[src/rtl/demand_paging_lru_mmu_macros.svh]
// Assertion helpers for the paging MMU
`ifndef DEMAND_PAGING_LRU_MMU_MACROS_SVH
`define DEMAND_PAGING_LRU_MMU_MACROS_SVH
// implication checked at every edge outside reset
`define DPL_ASSERT_IMP(label, ante, cons) \
  label: assert property (@(posedge clk) disable iff (!rst_n) (ante) |-> (cons)) \
    else $error("%m: check failed");
// condition that must hold at every edge outside reset
`define DPL_ASSERT_ALWAYS(label, cond) \
  label: assert property (@(posedge clk) disable iff (!rst_n) (cond)) \
    else $error("%m: check failed");
`endif

[src/rtl/dplm_pkg.sv]
// ----------------------------------------------------------------------------
// dplm_pkg
// Types, constants and codes shared by the paging MMU modules.
// ----------------------------------------------------------------------------
package dplm_pkg;
  localparam int NUM_PAGES_DEF  = 128;
  localparam int NUM_FRAMES_DEF = 16;
  localparam int PAGE_BYTES_DEF = 32;

  localparam int TEXT_W = 8;
  localparam int VADDR_W = 16;
  localparam int BYTE_W = 8;
  localparam int PHYS_W = 9;
  localparam int PAGE_W = 7;

  localparam logic [1:0] ST_HIT   = 2'd0;
  localparam logic [1:0] ST_MISS  = 2'd1;
  localparam logic [1:0] ST_RANGE = 2'd2;
  localparam logic [1:0] ST_RO    = 2'd3;

  typedef enum logic [2:0] {
    S_IDLE,
    S_LOOK,
    S_EVICT,
    S_SHIFT,
    S_APPEND,
    S_OUT
  } state_t;

  typedef struct packed {
    logic load;
    logic look;
    logic evict;
    logic shift;
    logic append;
    logic finish;
  } cmd_t;

  typedef struct packed {
    logic early;
    logic hit;
    logic free_found;
    logic shift_done;
  } sts_t;
endpackage

[src/rtl/dplm_ctrl.sv]
// ----------------------------------------------------------------------------
// dplm_ctrl
// Request sequencer: lookup, then output on an error, else optional eviction, LRU shift, append, output.
// ----------------------------------------------------------------------------
module dplm_ctrl (
  input  logic            clk,
  input  logic            rst_n,
  input  logic            in_tvalid,
  output logic            in_tready,
  output logic            out_tvalid,
  input  logic            out_tready,
  output dplm_pkg::cmd_t  cmd,
  input  dplm_pkg::sts_t  sts
);
  import dplm_pkg::*;
`include "demand_paging_lru_mmu_macros.svh"

  state_t state_r, state_nxt;

  always_ff @(posedge clk) begin
    if (!rst_n) state_r <= S_IDLE;
    else        state_r <= state_nxt;
  end

  always_comb begin
    state_nxt = state_r;
    case (state_r)
      S_IDLE:   if (in_tvalid) state_nxt = S_LOOK;
      S_LOOK: begin
        if (sts.early) state_nxt = S_OUT;
        else if (sts.hit || sts.free_found) state_nxt = S_SHIFT;
        else state_nxt = S_EVICT;
      end
      S_EVICT:  state_nxt = S_SHIFT;
      S_SHIFT:  if (sts.shift_done) state_nxt = S_APPEND;
      S_APPEND: state_nxt = S_OUT;
      S_OUT:    if (out_tready) state_nxt = S_IDLE;
      default:  state_nxt = S_IDLE;
    endcase
  end

  always_comb begin
    in_tready  = (state_r == S_IDLE);
    out_tvalid = (state_r == S_OUT);
    cmd        = '0;
    cmd.load   = (state_r == S_IDLE) && in_tvalid;
    cmd.look   = (state_r == S_LOOK);
    cmd.evict  = (state_r == S_EVICT);
    cmd.shift  = (state_r == S_SHIFT);
    cmd.append = (state_r == S_APPEND);
    cmd.finish = (state_r == S_OUT) && out_tready;
  end

  `DPL_ASSERT_ALWAYS(a_excl, !(in_tready && out_tvalid))
  `DPL_ASSERT_IMP(a_load_look, cmd.load, ##1 state_r == S_LOOK)
  `DPL_ASSERT_IMP(a_evict_shift, state_r == S_EVICT, ##1 state_r == S_SHIFT)
endmodule

[src/rtl/dplm_datapath.sv]
// ----------------------------------------------------------------------------
// dplm_datapath
// Page table, frame map, LRU list and result registers.
// ----------------------------------------------------------------------------
module dplm_datapath #(
  parameter int NUM_PAGES  = dplm_pkg::NUM_PAGES_DEF,
  parameter int NUM_FRAMES = dplm_pkg::NUM_FRAMES_DEF,
  parameter int PAGE_BYTES = dplm_pkg::PAGE_BYTES_DEF
) (
  input  logic                            clk,
  input  logic                            rst_n,
  input  logic [dplm_pkg::TEXT_W-1:0]     text_pages,
  input  logic                            req_type,
  input  logic [dplm_pkg::VADDR_W-1:0]    virt_address,
  input  logic [dplm_pkg::BYTE_W-1:0]     store_byte,
  input  dplm_pkg::cmd_t                  cmd,
  output dplm_pkg::sts_t                  sts,
  output logic [1:0]                      status,
  output logic [dplm_pkg::PHYS_W-1:0]     phys_address,
  output logic                            write_enable,
  output logic [dplm_pkg::BYTE_W-1:0]     write_byte,
  output logic                            fill_needed,
  output logic [dplm_pkg::PAGE_W-1:0]     fill_page,
  output logic                            fill_from_swap,
  output logic                            writeback_needed,
  output logic [dplm_pkg::PAGE_W-1:0]     writeback_page
);
  import dplm_pkg::*;
`include "demand_paging_lru_mmu_macros.svh"

  localparam int PW = $clog2(NUM_PAGES);
  localparam int FW = $clog2(NUM_FRAMES);
  localparam int OW = $clog2(PAGE_BYTES);
  localparam int CW = $clog2(NUM_FRAMES + 1);
  localparam int SPACE = NUM_PAGES * PAGE_BYTES;

  logic [NUM_PAGES-1:0]  valid_r, dirty_r, swap_r;
  logic [FW-1:0]         frame_mem [NUM_PAGES];
  logic [NUM_FRAMES-1:0] used_r;
  logic [PW-1:0]         lru_r [NUM_FRAMES];
  logic [CW-1:0]         cnt_r;

  logic              st_r;
  logic [PW-1:0]     page_r;
  logic [OW-1:0]     off_r;
  logic [BYTE_W-1:0] data_r;
  logic              range_r;
  logic [FW-1:0]     frame_r;
  logic              hit_r;
  logic [CW-1:0]     idx_r;
  logic [PW-1:0]     victim_r;
  logic              wb_r;
  logic [FW-1:0]     rd_frame_r;

  logic [1:0]        status_r;
  logic              fill_r;

  logic [VADDR_W-1:0] space_c;
  logic              in_range_c;
  logic              early_c;
  logic              free_c;
  logic [FW-1:0]     free_idx_c;
  logic [CW-1:0]     pos_c;
  logic [FW-1:0]     hit_frame_c;

  assign space_c = VADDR_W'(SPACE);

  always_comb begin
    free_c = 1'b0;
    free_idx_c = '0;
    for (int f = NUM_FRAMES - 1; f >= 0; f--) begin
      if (!used_r[f]) begin
        free_c = 1'b1;
        free_idx_c = FW'(f);
      end
    end
  end

  always_comb begin
    pos_c = cnt_r;
    for (int i = NUM_FRAMES - 1; i >= 0; i--) begin
      if ((CW'(i) < cnt_r) && (lru_r[i] == page_r)) pos_c = CW'(i);
    end
  end

  assign in_range_c  = (SPACE >= (1 << VADDR_W)) || !range_r;
  assign early_c     = !in_range_c || (st_r && ({{(16-PW){1'b0}}, page_r} <
                       {8'd0, text_pages}));
  assign hit_frame_c = rd_frame_r;

  assign sts.early      = early_c;
  assign sts.hit        = valid_r[page_r];
  assign sts.free_found = free_c;
  assign sts.shift_done = (idx_r + CW'(1) >= cnt_r);

  always_ff @(posedge clk) begin
    if (cmd.load) begin
      st_r    <= req_type;
      page_r  <= PW'(virt_address >> OW);
      off_r   <= virt_address[OW-1:0];
      data_r  <= store_byte;
      range_r <= (virt_address >= space_c);
    end
    // request page frame during lookup, LRU head frame during eviction
    rd_frame_r <= frame_mem[cmd.load ? PW'(virt_address >> OW) :
                            (cmd.look ? lru_r[0] : page_r)];
    if (cmd.look) begin
      hit_r    <= valid_r[page_r];
      wb_r     <= 1'b0;
      victim_r <= lru_r[0];
      if (valid_r[page_r]) begin
        idx_r <= pos_c;
      end else begin
        idx_r <= free_c ? cnt_r : CW'(0);
        frame_r <= free_idx_c;
      end
    end
    if (cmd.evict) begin
      frame_r <= rd_frame_r;
      wb_r    <= dirty_r[victim_r];
    end
    if (cmd.look && valid_r[page_r]) frame_r <= hit_frame_c;
    if (cmd.shift) begin
      if (idx_r + CW'(1) < cnt_r) begin
        lru_r[idx_r[FW-1:0]] <= lru_r[idx_r[FW-1:0] + FW'(1)];
        idx_r <= idx_r + CW'(1);
      end
    end
    if (cmd.append) begin
      if (hit_r) lru_r[FW'(cnt_r - CW'(1))] <= page_r;
      else if (wb_r || !free_c || cnt_r == CW'(NUM_FRAMES))
        lru_r[FW'(cnt_r - CW'(1))] <= page_r;
      else lru_r[cnt_r[FW-1:0]] <= page_r;
    end
    if (cmd.append && !hit_r) frame_mem[page_r] <= frame_r;
  end

  always_ff @(posedge clk) begin
    if (!rst_n) begin
      valid_r <= '0;
      dirty_r <= '0;
      swap_r  <= '0;
      used_r  <= '0;
      cnt_r   <= '0;
      status_r <= ST_HIT;
      fill_r  <= 1'b0;
    end else begin
      if (cmd.look) begin
        if (early_c) status_r <= !in_range_c ? ST_RANGE : ST_RO;
        else status_r <= valid_r[page_r] ? ST_HIT : ST_MISS;
        fill_r <= !early_c && !valid_r[page_r];
      end
      if (cmd.evict) begin
        valid_r[victim_r] <= 1'b0;
        if (dirty_r[victim_r]) begin
          dirty_r[victim_r] <= 1'b0;
          swap_r[victim_r]  <= 1'b1;
        end
      end
      if (cmd.append) begin
        if (!hit_r) begin
          used_r[frame_r]  <= 1'b1;
          valid_r[page_r]  <= 1'b1;
          if (cnt_r < CW'(NUM_FRAMES)) cnt_r <= cnt_r + CW'(1);
        end
        if (st_r) dirty_r[page_r] <= 1'b1;
      end
    end
  end

  always_comb begin
    status = status_r;
    phys_address = '0;
    write_enable = 1'b0;
    write_byte = '0;
    fill_needed = 1'b0;
    fill_page = '0;
    fill_from_swap = 1'b0;
    writeback_needed = 1'b0;
    writeback_page = '0;
    if (status_r == ST_HIT || status_r == ST_MISS) begin
      phys_address = PHYS_W'({frame_r, off_r});
      write_enable = st_r;
      write_byte   = st_r ? data_r : '0;
    end
    if (fill_r) begin
      fill_needed    = 1'b1;
      fill_page      = PAGE_W'(page_r);
      fill_from_swap = swap_r[page_r];
      writeback_needed = wb_r;
      writeback_page   = wb_r ? PAGE_W'(victim_r) : '0;
    end
  end

  `DPL_ASSERT_ALWAYS(a_cnt_max, cnt_r <= CW'(NUM_FRAMES))
  `DPL_ASSERT_IMP(a_evict_valid, cmd.evict, valid_r[victim_r])
  `DPL_ASSERT_IMP(a_wb_fill, cmd.finish && wb_r && fill_r, swap_r[victim_r])
endmodule

[src/rtl/demand_paging_lru_mmu.sv]
// Sequence: a range or read-only error goes from lookup straight to the result; a hit or
// free-frame miss adds LRU shift and append, and an eviction adds an evict step before them.
// One request at a time; the serial LRU shift moves 0..15 entries, one entry per cycle.
// Reset (rst_n low, synchronous) clears page flags, frame-used flags, LRU count and text_pages.
// ----------------------------------------------------------------------------
// demand_paging_lru_mmu
// Demand-paged address translation with LRU page replacement.
// ----------------------------------------------------------------------------
module demand_paging_lru_mmu #(
  parameter int NUM_PAGES  = dplm_pkg::NUM_PAGES_DEF,
  parameter int NUM_FRAMES = dplm_pkg::NUM_FRAMES_DEF,
  parameter int PAGE_BYTES = dplm_pkg::PAGE_BYTES_DEF
) (
  input  logic        clk,
  input  logic        rst_n,
  input  logic        cfg_we,
  input  logic [7:0]  cfg_wdata,
  input  logic        in_tvalid,
  output logic        in_tready,
  input  logic [23:0] in_tdata,   // virt_address[15:0], store_byte[23:16]
  input  logic        in_tuser,   // req_type
  output logic        out_tvalid,
  input  logic        out_tready,
  output logic [39:0] out_tdata   // status[1:0], phys_address[10:2], write_enable[11],
                                  // write_byte[19:12], fill_needed[20], fill_page[27:21],
                                  // fill_from_swap[28], writeback_needed[29],
                                  // writeback_page[36:30], zero[39:37]
);
  import dplm_pkg::*;

  logic [TEXT_W-1:0] text_r;
  cmd_t cmd;
  sts_t sts;
  logic [1:0] status;
  logic [PHYS_W-1:0] phys_address;
  logic write_enable, fill_needed, fill_from_swap, writeback_needed;
  logic [BYTE_W-1:0] write_byte;
  logic [PAGE_W-1:0] fill_page, writeback_page;

  always_ff @(posedge clk) begin
    if (!rst_n) text_r <= '0;
    else if (cfg_we) text_r <= cfg_wdata;
  end

  dplm_ctrl u_ctrl (
    .clk, .rst_n, .in_tvalid, .in_tready, .out_tvalid, .out_tready, .cmd, .sts
  );

  dplm_datapath #(
    .NUM_PAGES(NUM_PAGES), .NUM_FRAMES(NUM_FRAMES), .PAGE_BYTES(PAGE_BYTES)
  ) u_dp (
    .clk, .rst_n, .text_pages(text_r), .req_type(in_tuser),
    .virt_address(in_tdata[15:0]), .store_byte(in_tdata[23:16]), .cmd, .sts,
    .status, .phys_address, .write_enable, .write_byte, .fill_needed, .fill_page,
    .fill_from_swap, .writeback_needed, .writeback_page
  );

  assign out_tdata = {3'b000, writeback_page, writeback_needed, fill_from_swap, fill_page,
                      fill_needed, write_byte, write_enable, phys_address, status};
endmodule
[config.mk]
export PLATFORM = sky130hd
export DESIGN_NAME = demand_paging_lru_mmu
export DESIGN_NICKNAME = d
export VERILOG_FILES = /design/src/rtl/dplm_pkg.sv /design/src/rtl/dplm_ctrl.sv /design/src/rtl/dplm_datapath.sv /design/src/rtl/demand_paging_lru_mmu.sv
export VERILOG_INCLUDE_DIRS = /design/src /design/src/rtl
export SDC_FILE = /design/constraint.sdc
export NUM_CORES = 2
export LEC_CHECK = 0
export BUFFER_PORTS_ARGS = -buffer_cell sky130_fd_sc_hd__buf_4
export CAP_MARGIN = 20
export CORE_MARGIN = 2
export CORE_UTILIZATION = 45
export CTS_CLUSTER_DIAMETER = 80
export CTS_CLUSTER_SIZE = 10
export DETAILED_ROUTE_END_ITERATION = 12
export SLEW_MARGIN = 5
export SYNTH_ARGS = -nofsm -noshare
export SYNTH_HDL_FRONTEND = slang
export SYNTH_SLANG_ARGS = --single-unit
[constraint.sdc]
create_clock -name clk -period 9.3 [get_ports clk]
set_input_delay 1.86 -clock clk [delete_from_list [all_inputs] [get_ports clk]]
set_output_delay 1.86 -clock clk [all_outputs]
set_load 0.1 [all_outputs]
======== Yosys cells after proc, flatten, opt, wreduce, memory -nomap -nowiden ========
Memories as Yosys holds them, arrays and structs flattened. A register that Yosys moved wholly into a read port is not among the register bits.
Cells that the tools add are included.
word-level totals
  bits in registers ....................... 459
  RAM bits ................................ 624
  output and inout port bits .............. 42
  memories ................................ 2
memory list
  memory          depth  width  rd ports  clocked after Yosys merged registers in  write ports  RTL line             source
  u_dp.frame_mem  128    4      1         1                                        1            dplm_datapath.sv:38  logic [FW-1:0] frame_mem [NUM_PAGES];
  u_dp.lru_r      16     7      17        0                                        1            dplm_datapath.sv:40  logic [PW-1:0] lru_r [NUM_FRAMES];
operators by class
  add/sub/neg operators ................... 4
  $lt $le $gt $ge ......................... 27
  equal/unequal tests ..................... 27
  mux-type cells .......................... 124
  bitwise logic cells ..................... 9
  reductions and logical operators ........ 44
operators with widths
  kind                                                                           count
  128-bit two-way mux                                                            9
  128-bit bitwise OR                                                             3
  128-bit bitwise AND                                                            2
  128-bit NOT                                                                    1
  7-bit equality test                                                            16
  5-bit two-way mux                                                              21
  4-bit two-way mux                                                              22
  7-bit two-way mux                                                              8
  1-bit two-way mux                                                              49
  4-bit by 5-bit less-than comparator with 1-bit output (first input constant)   8
  1-bit logical AND                                                              24
  1-bit binary-select mux with 7-bit select                                      3
  3-bit by 5-bit less-than comparator with 1-bit output (first input constant)   4
  3-bit one-hot mux with 6 select lines                                          1
  16-bit by 13-bit >= comparator with 1-bit output (second input constant)       1
  7-bit by 8-bit less-than comparator with 1-bit output (second input constant)  2
  8-bit two-way mux                                                              2
  16-bit bitwise OR                                                              1
  1-bit demux with 7-bit select                                                  2
  7-bit by 1-bit >= comparator with 1-bit output (second input constant)         2
  7-bit OR reduction                                                             2
  3-bit two-way mux                                                              4
  5-bit by 1-bit adder with 5-bit output (second input constant)                 2
  1-bit by 5-bit less-than comparator with 1-bit output (first input constant)   2
  30 further kinds                                                               44

======== Depth between registers and ports, before layout ========
  word-level depth ........................ 27
  gate-level depth with buffers ........... 15
  gate-level depth less buffers ........... 11

======== Cells and area by module ========
From an unflattened synthesis, not the netlist that was laid out.
unflattened totals
  cells, all modules ...................... 4,278
  area, all modules ....................... 49,190.9 µm²
by module, submodules not included
  module                 times used  cells an instance  area an instance (µm²)  sequential area each (µm²)
  dplm_datapath          1           4,213              48,555.3                28,137.0
  demand_paging_lru_mmu  1           33                 357.8                   160.2
  dplm_ctrl              1           32                 277.8                   60.1

======== Least setup slack after synthesis ========
OpenSTA, ideal clock, no wires.
  path type ............................... reg-to-output
  start point ............................. register u_dp.frame_r[1]
  end point ............................... output port out_tdata[8]
  arrival ................................. 3.365 ns
  slack ................................... 4.075 ns
  cell stages (with the launch flop) ...... 2
  path buffers ............................ 0
  path through ............................ edfxtp_1 > nor2b_1
between the ends
  longest elaborated chain between the ends .. 1
RTL lines
  element                   RTL line                     source
  start: declaration        dplm_datapath.sv:48          logic [FW-1:0] frame_r;
  start signal: assignment  dplm_datapath.sv:115         frame_r <= free_idx_c;
  start signal: assignment  dplm_datapath.sv:119         frame_r <= rd_frame_r;
  start signal: assignment  dplm_datapath.sv:122         if (cmd.look && valid_r[page_r]) frame_r <= hit_frame_c;
  9-bit two-way mux         dplm_datapath.sv:181         if (status_r == ST_HIT || status_r == ST_MISS) begin
  end: declaration          demand_paging_lru_mmu.sv:24  output logic [39:0] out_tdata
No other way between the ends.

======== Final worst setup path ========
  start point ............................. register u_dp.page_r[1]
  end point ............................... output port out_tdata[28]
between the ends
  longest elaborated chain between the ends .. 3
RTL lines
  element                                    RTL line              source
  start: declaration                         dplm_datapath.sv:44   logic [PW-1:0] page_r;
  start signal: assignment                   dplm_datapath.sv:99   page_r <= PW'(virt_address >> OW);
  1-bit binary-select mux with 7-bit select  dplm_datapath.sv:189  fill_from_swap = swap_r[page_r];
  1-bit two-way mux (not written as such)    dplm_datapath.sv:189
  1-bit two-way mux                          dplm_datapath.sv:186  if (fill_r) begin
No other way between the ends. The select of a mux whose other input is x is not followed.

==> flow_summary.ini <==
[status]
status = completed

[finish]
final-seq-area_mm2 = 0.0284
multi_input_area_mm2 = 0.0182
final_common_cell = edfxtp_1
diodes = 0
finalInstanceArea_mm2 = 0.0530
fin_nets = 4277
final_cell_mix = edfxtp_1, nand2_1, nor2_1
areaGrowthSynthToFinish_pct = 9.82
n_fill_cell = 9555
drive_gt1_share_pct = 10.7

[global_route]
grt_max_degree = 151
grt-ovfl-total = 0
antenna_found_initial = 6
globalRouteTotalUtil_pct = 27.1
grt_pass1_wl_um = 225000
grt_pass1_vias = 33600

[placed_design]
dp_hpwl_um = 94800
dp_slack_ns = 3.31
place_congestion = 0.856
place.port_buffers = 76
dpl_cell_area_mm2 = 0.0496

[setup_path]
path_max_fanout = 33
crit_buf_inv = 3
critPathLaunchType = flip-flop
slowest_delay_ns = 0.77
slowest_stage = nor2_1
critical-path-top-delay-family = buffers and inverters
worstReg2RegStart = u_dp.page_r[2]
timing.rr.end = u_dp.frame_r[3]
path_class = flip-flop to output port
endpoint_kind = output port
crit_chain = buf_4 > inv_2 > nor2_1 > a22oi_1 > o22ai_1 > a21oi_1 > mux4_2 > nor2_1 > o21a_1 > buf_4
critPathRequiredTime_ns = 7.44
worstPathArrival_ns = 4.58
rrSetupSlack_ns = 4.25
reg2reg_depth = 11
worst-path-stages = 10

[logic_synthesis]
syn_inst = 4280
synth-main-ff-cell = edfxtp_1
ys_types = 98
ys_warn_count = 0
syn_avg_cell_area_um2 = 11.3
syn_area_mm2 = 0.0482
ys_seq_elements = 1087
async_flop_share_pct = 0
ys_seq_area_share_pct = 58.8
synth_edf_count = 659

[sta]
fin_crit_sh_pct = 69.2
setup_tns_ns = 0
fin_ws_ns = 2.86
worst_pin_slew_ns = 1.18
finalHoldViolCount = 0
post-route-min-period_ns = 6.44
grt_setup_unrepaired = false
whs_ns = 0.461
relSlewSlack_pct = 21.3
fmax_ghz = 0.155
drv_slew = 0
fin_worst_skew_ns = 0.0362
setup_viol = 0

[worst_hold_path]
hold_depth = 2
min_path_type = flip-flop to flip-flop
hold_end = u_dp.dirty_r[88]
min_from = u_dp.dirty_r[88]

[routing]
drt-total-wl_um = 153000
drtPass1Iterations = 6
vias = 35000
drc = 0
wl_per_cell_um = 26.7
drtAntennaViolNets = 0
viasPerCell = 6.13
detail_route.iter0.violations = 4499

[die]
ioPinCount = 80
die_area_mm2 = 0.110
die_x_um = 331
initial_core_util_pct = 45.2
num_rows = 120
core_area_mm2 = 0.107
die_h_um = 331

[clocking]
htree_levels = 3
clock_path_buffers = 3
cts_tree = yes
insertion_delay_ns = 0.73
hold_buffers = 0
numCtsBuffers = 118
cts_sinks = 1087
cts.repair.resized = 0
clkTransAtPathRegs_ns = 0.06
cts_setup_buffers = 0
root_buffer = clkbuf_16

[power_and_ir_drop]
pwr-share-seq_pct = 41.5
power.total_mw = 13.5
internal_power_mw = 8.81
comb_power_share_pct = 26.7
ir_worst_vdd_v = 0.000227
switching_share_pct = 34.7
powerDensity_mw_per_mm2 = 255
p_clk_share_pct = 31.8
p_switching_mw = 4.68
p_leak_nw = 17.8

[run]
maxCapViolations = 0
-- worst register-to-register path: cells and delay by family, from the launching register on --
family	cells	cell delay, ns
flip-flops	1	0.37
AND/OR/NAND/NOR	2	0.74
multiplexers	1	0.43
buffers and inverters	3	1.71
AO/OA/AOI/OAI	5	1.55
-- flip-flops by register name, indices dropped and copies added (netlist names), 5 cells and up --
signal          cells
u_dp.dirty_r      128
u_dp.idx_r          5
u_dp.lru_r        112
u_dp.used_r        16
text_r              8
u_dp.page_r         7
u_dp.cnt_r          5
u_dp.data_r         8
u_dp.off_r          5
u_dp.valid_r      128
u_dp.victim_r       7
u_dp.frame_mem    512
u_dp.swap_r       128
-- kinds of logic (layout without fill, tap and decap cells) --
kind of cell	count (synthesis)	count (layout)	synth area share, %
buffers and inverters	358	387	3.79
other	1	3	0.00778
and+or+nand+nor	1424	1424	13.0
adders and majority gates	14	14	0.363
AOI/OAI and AO/OA	1057	1057	15.4
DFF	1087	1087	58.8
muxes	218	218	6.38
xor gates and xnor gates	121	121	2.20
-- area by class of cell --
cell class / count / share of cell area (%)
flip-flops and latches: 1087 / 53.5
multi-input cells: 2837 / 34.3
clock buffers: 199 / 6.15
well taps: 1403 / 3.31
repair buffers: 151 / 2.28
inverters: 30 / 0.239
clock inverters: 7 / 0.194
-- cells in the mapped netlist, drive strengths merged (11+ instances only) --
cell type  instances  share of area (%)
a211oi            14               0.24
a21boi            15               0.23
a21o              11               0.19
a21oi            124                1.3
a221oi            44               0.84
a22oi             26               0.40
a31oi             31               0.43
a32oi             19               0.35
and2              28               0.36
and3              22               0.29
buf              148                2.1
clkbuf           180                1.4
dfxtp            428                 18
edfxtp           659                 41
ha                14               0.36
inv               27               0.21
mux2              54                1.3
mux2i             99                2.1
mux4              65                3.0
nand2            538                4.2
nand2b            11               0.14
nand3            166                1.7
nand4             35               0.45
nor2             440                3.5
nor2b             38               0.49
nor3              74               0.80
nor4              20               0.29
o21a             402                6.3
o21ai            179                1.9
o22ai             33               0.43
o311ai            69                1.3
o31ai             13               0.20
or2               20               0.26
xnor2             50               0.91
xor2              71                1.3
-- power by group through the flow --
stage	combinational (mW)	clock [mW]	sequential, mW
after global placement	3.52	0	5.72
after detailed placement	3.53	0	5.72
after global routing	3.81	4.51	5.60
after floorplan	2.34	0	5.73
after CTS	3.54	4.31	5.62
final	3.61	4.29	5.59
-- metal layers --
| layer | vias up | GRT usage (%) | wire length (um) |
|---|---|---|---|
| li1 | 15700 | - | - |
| met4 | 4 | 9.66 | 5520 |
| met2 | 1583 | 43.0 | 70000 |
| met1 | 17400 | 37.8 | 65300 |
| met3 | 319 | 4.36 | 11700 |
| met5 | - | 0 | 23 |
-- how the worst max path moves through the flow --
stage	endpoint	slack (ns)	start
5_1_grt	out_tdata[28]	2.80	u_dp.page_r[1]
3_3_place_gp	u_dp.hit_frame_c[1]	3.36	in_tvalid
3_5_place_dp	u_dp.hit_frame_c[2]	3.31	in_tvalid
4_1_cts	out_tdata[28]	2.99	u_dp.page_r[1]
2_1_floorplan	out_tdata[8]	4.08	u_dp.frame_r[1]
6_report	out_tdata[28]	2.86	u_dp.page_r[1]
-- metrics by stage --
| step | instances | util (%) |
|---|---|---|
| final | 5714 | 49.6 |
| after global routing | 5714 | 49.6 |
| after CTS | 5712 | 49.6 |
| after detailed placement | 5506 | 46.4 |
| after global placement | 5504 | 46.4 |
| after floorplan | 4282 | - |
(Power assumes the default switching activity.)
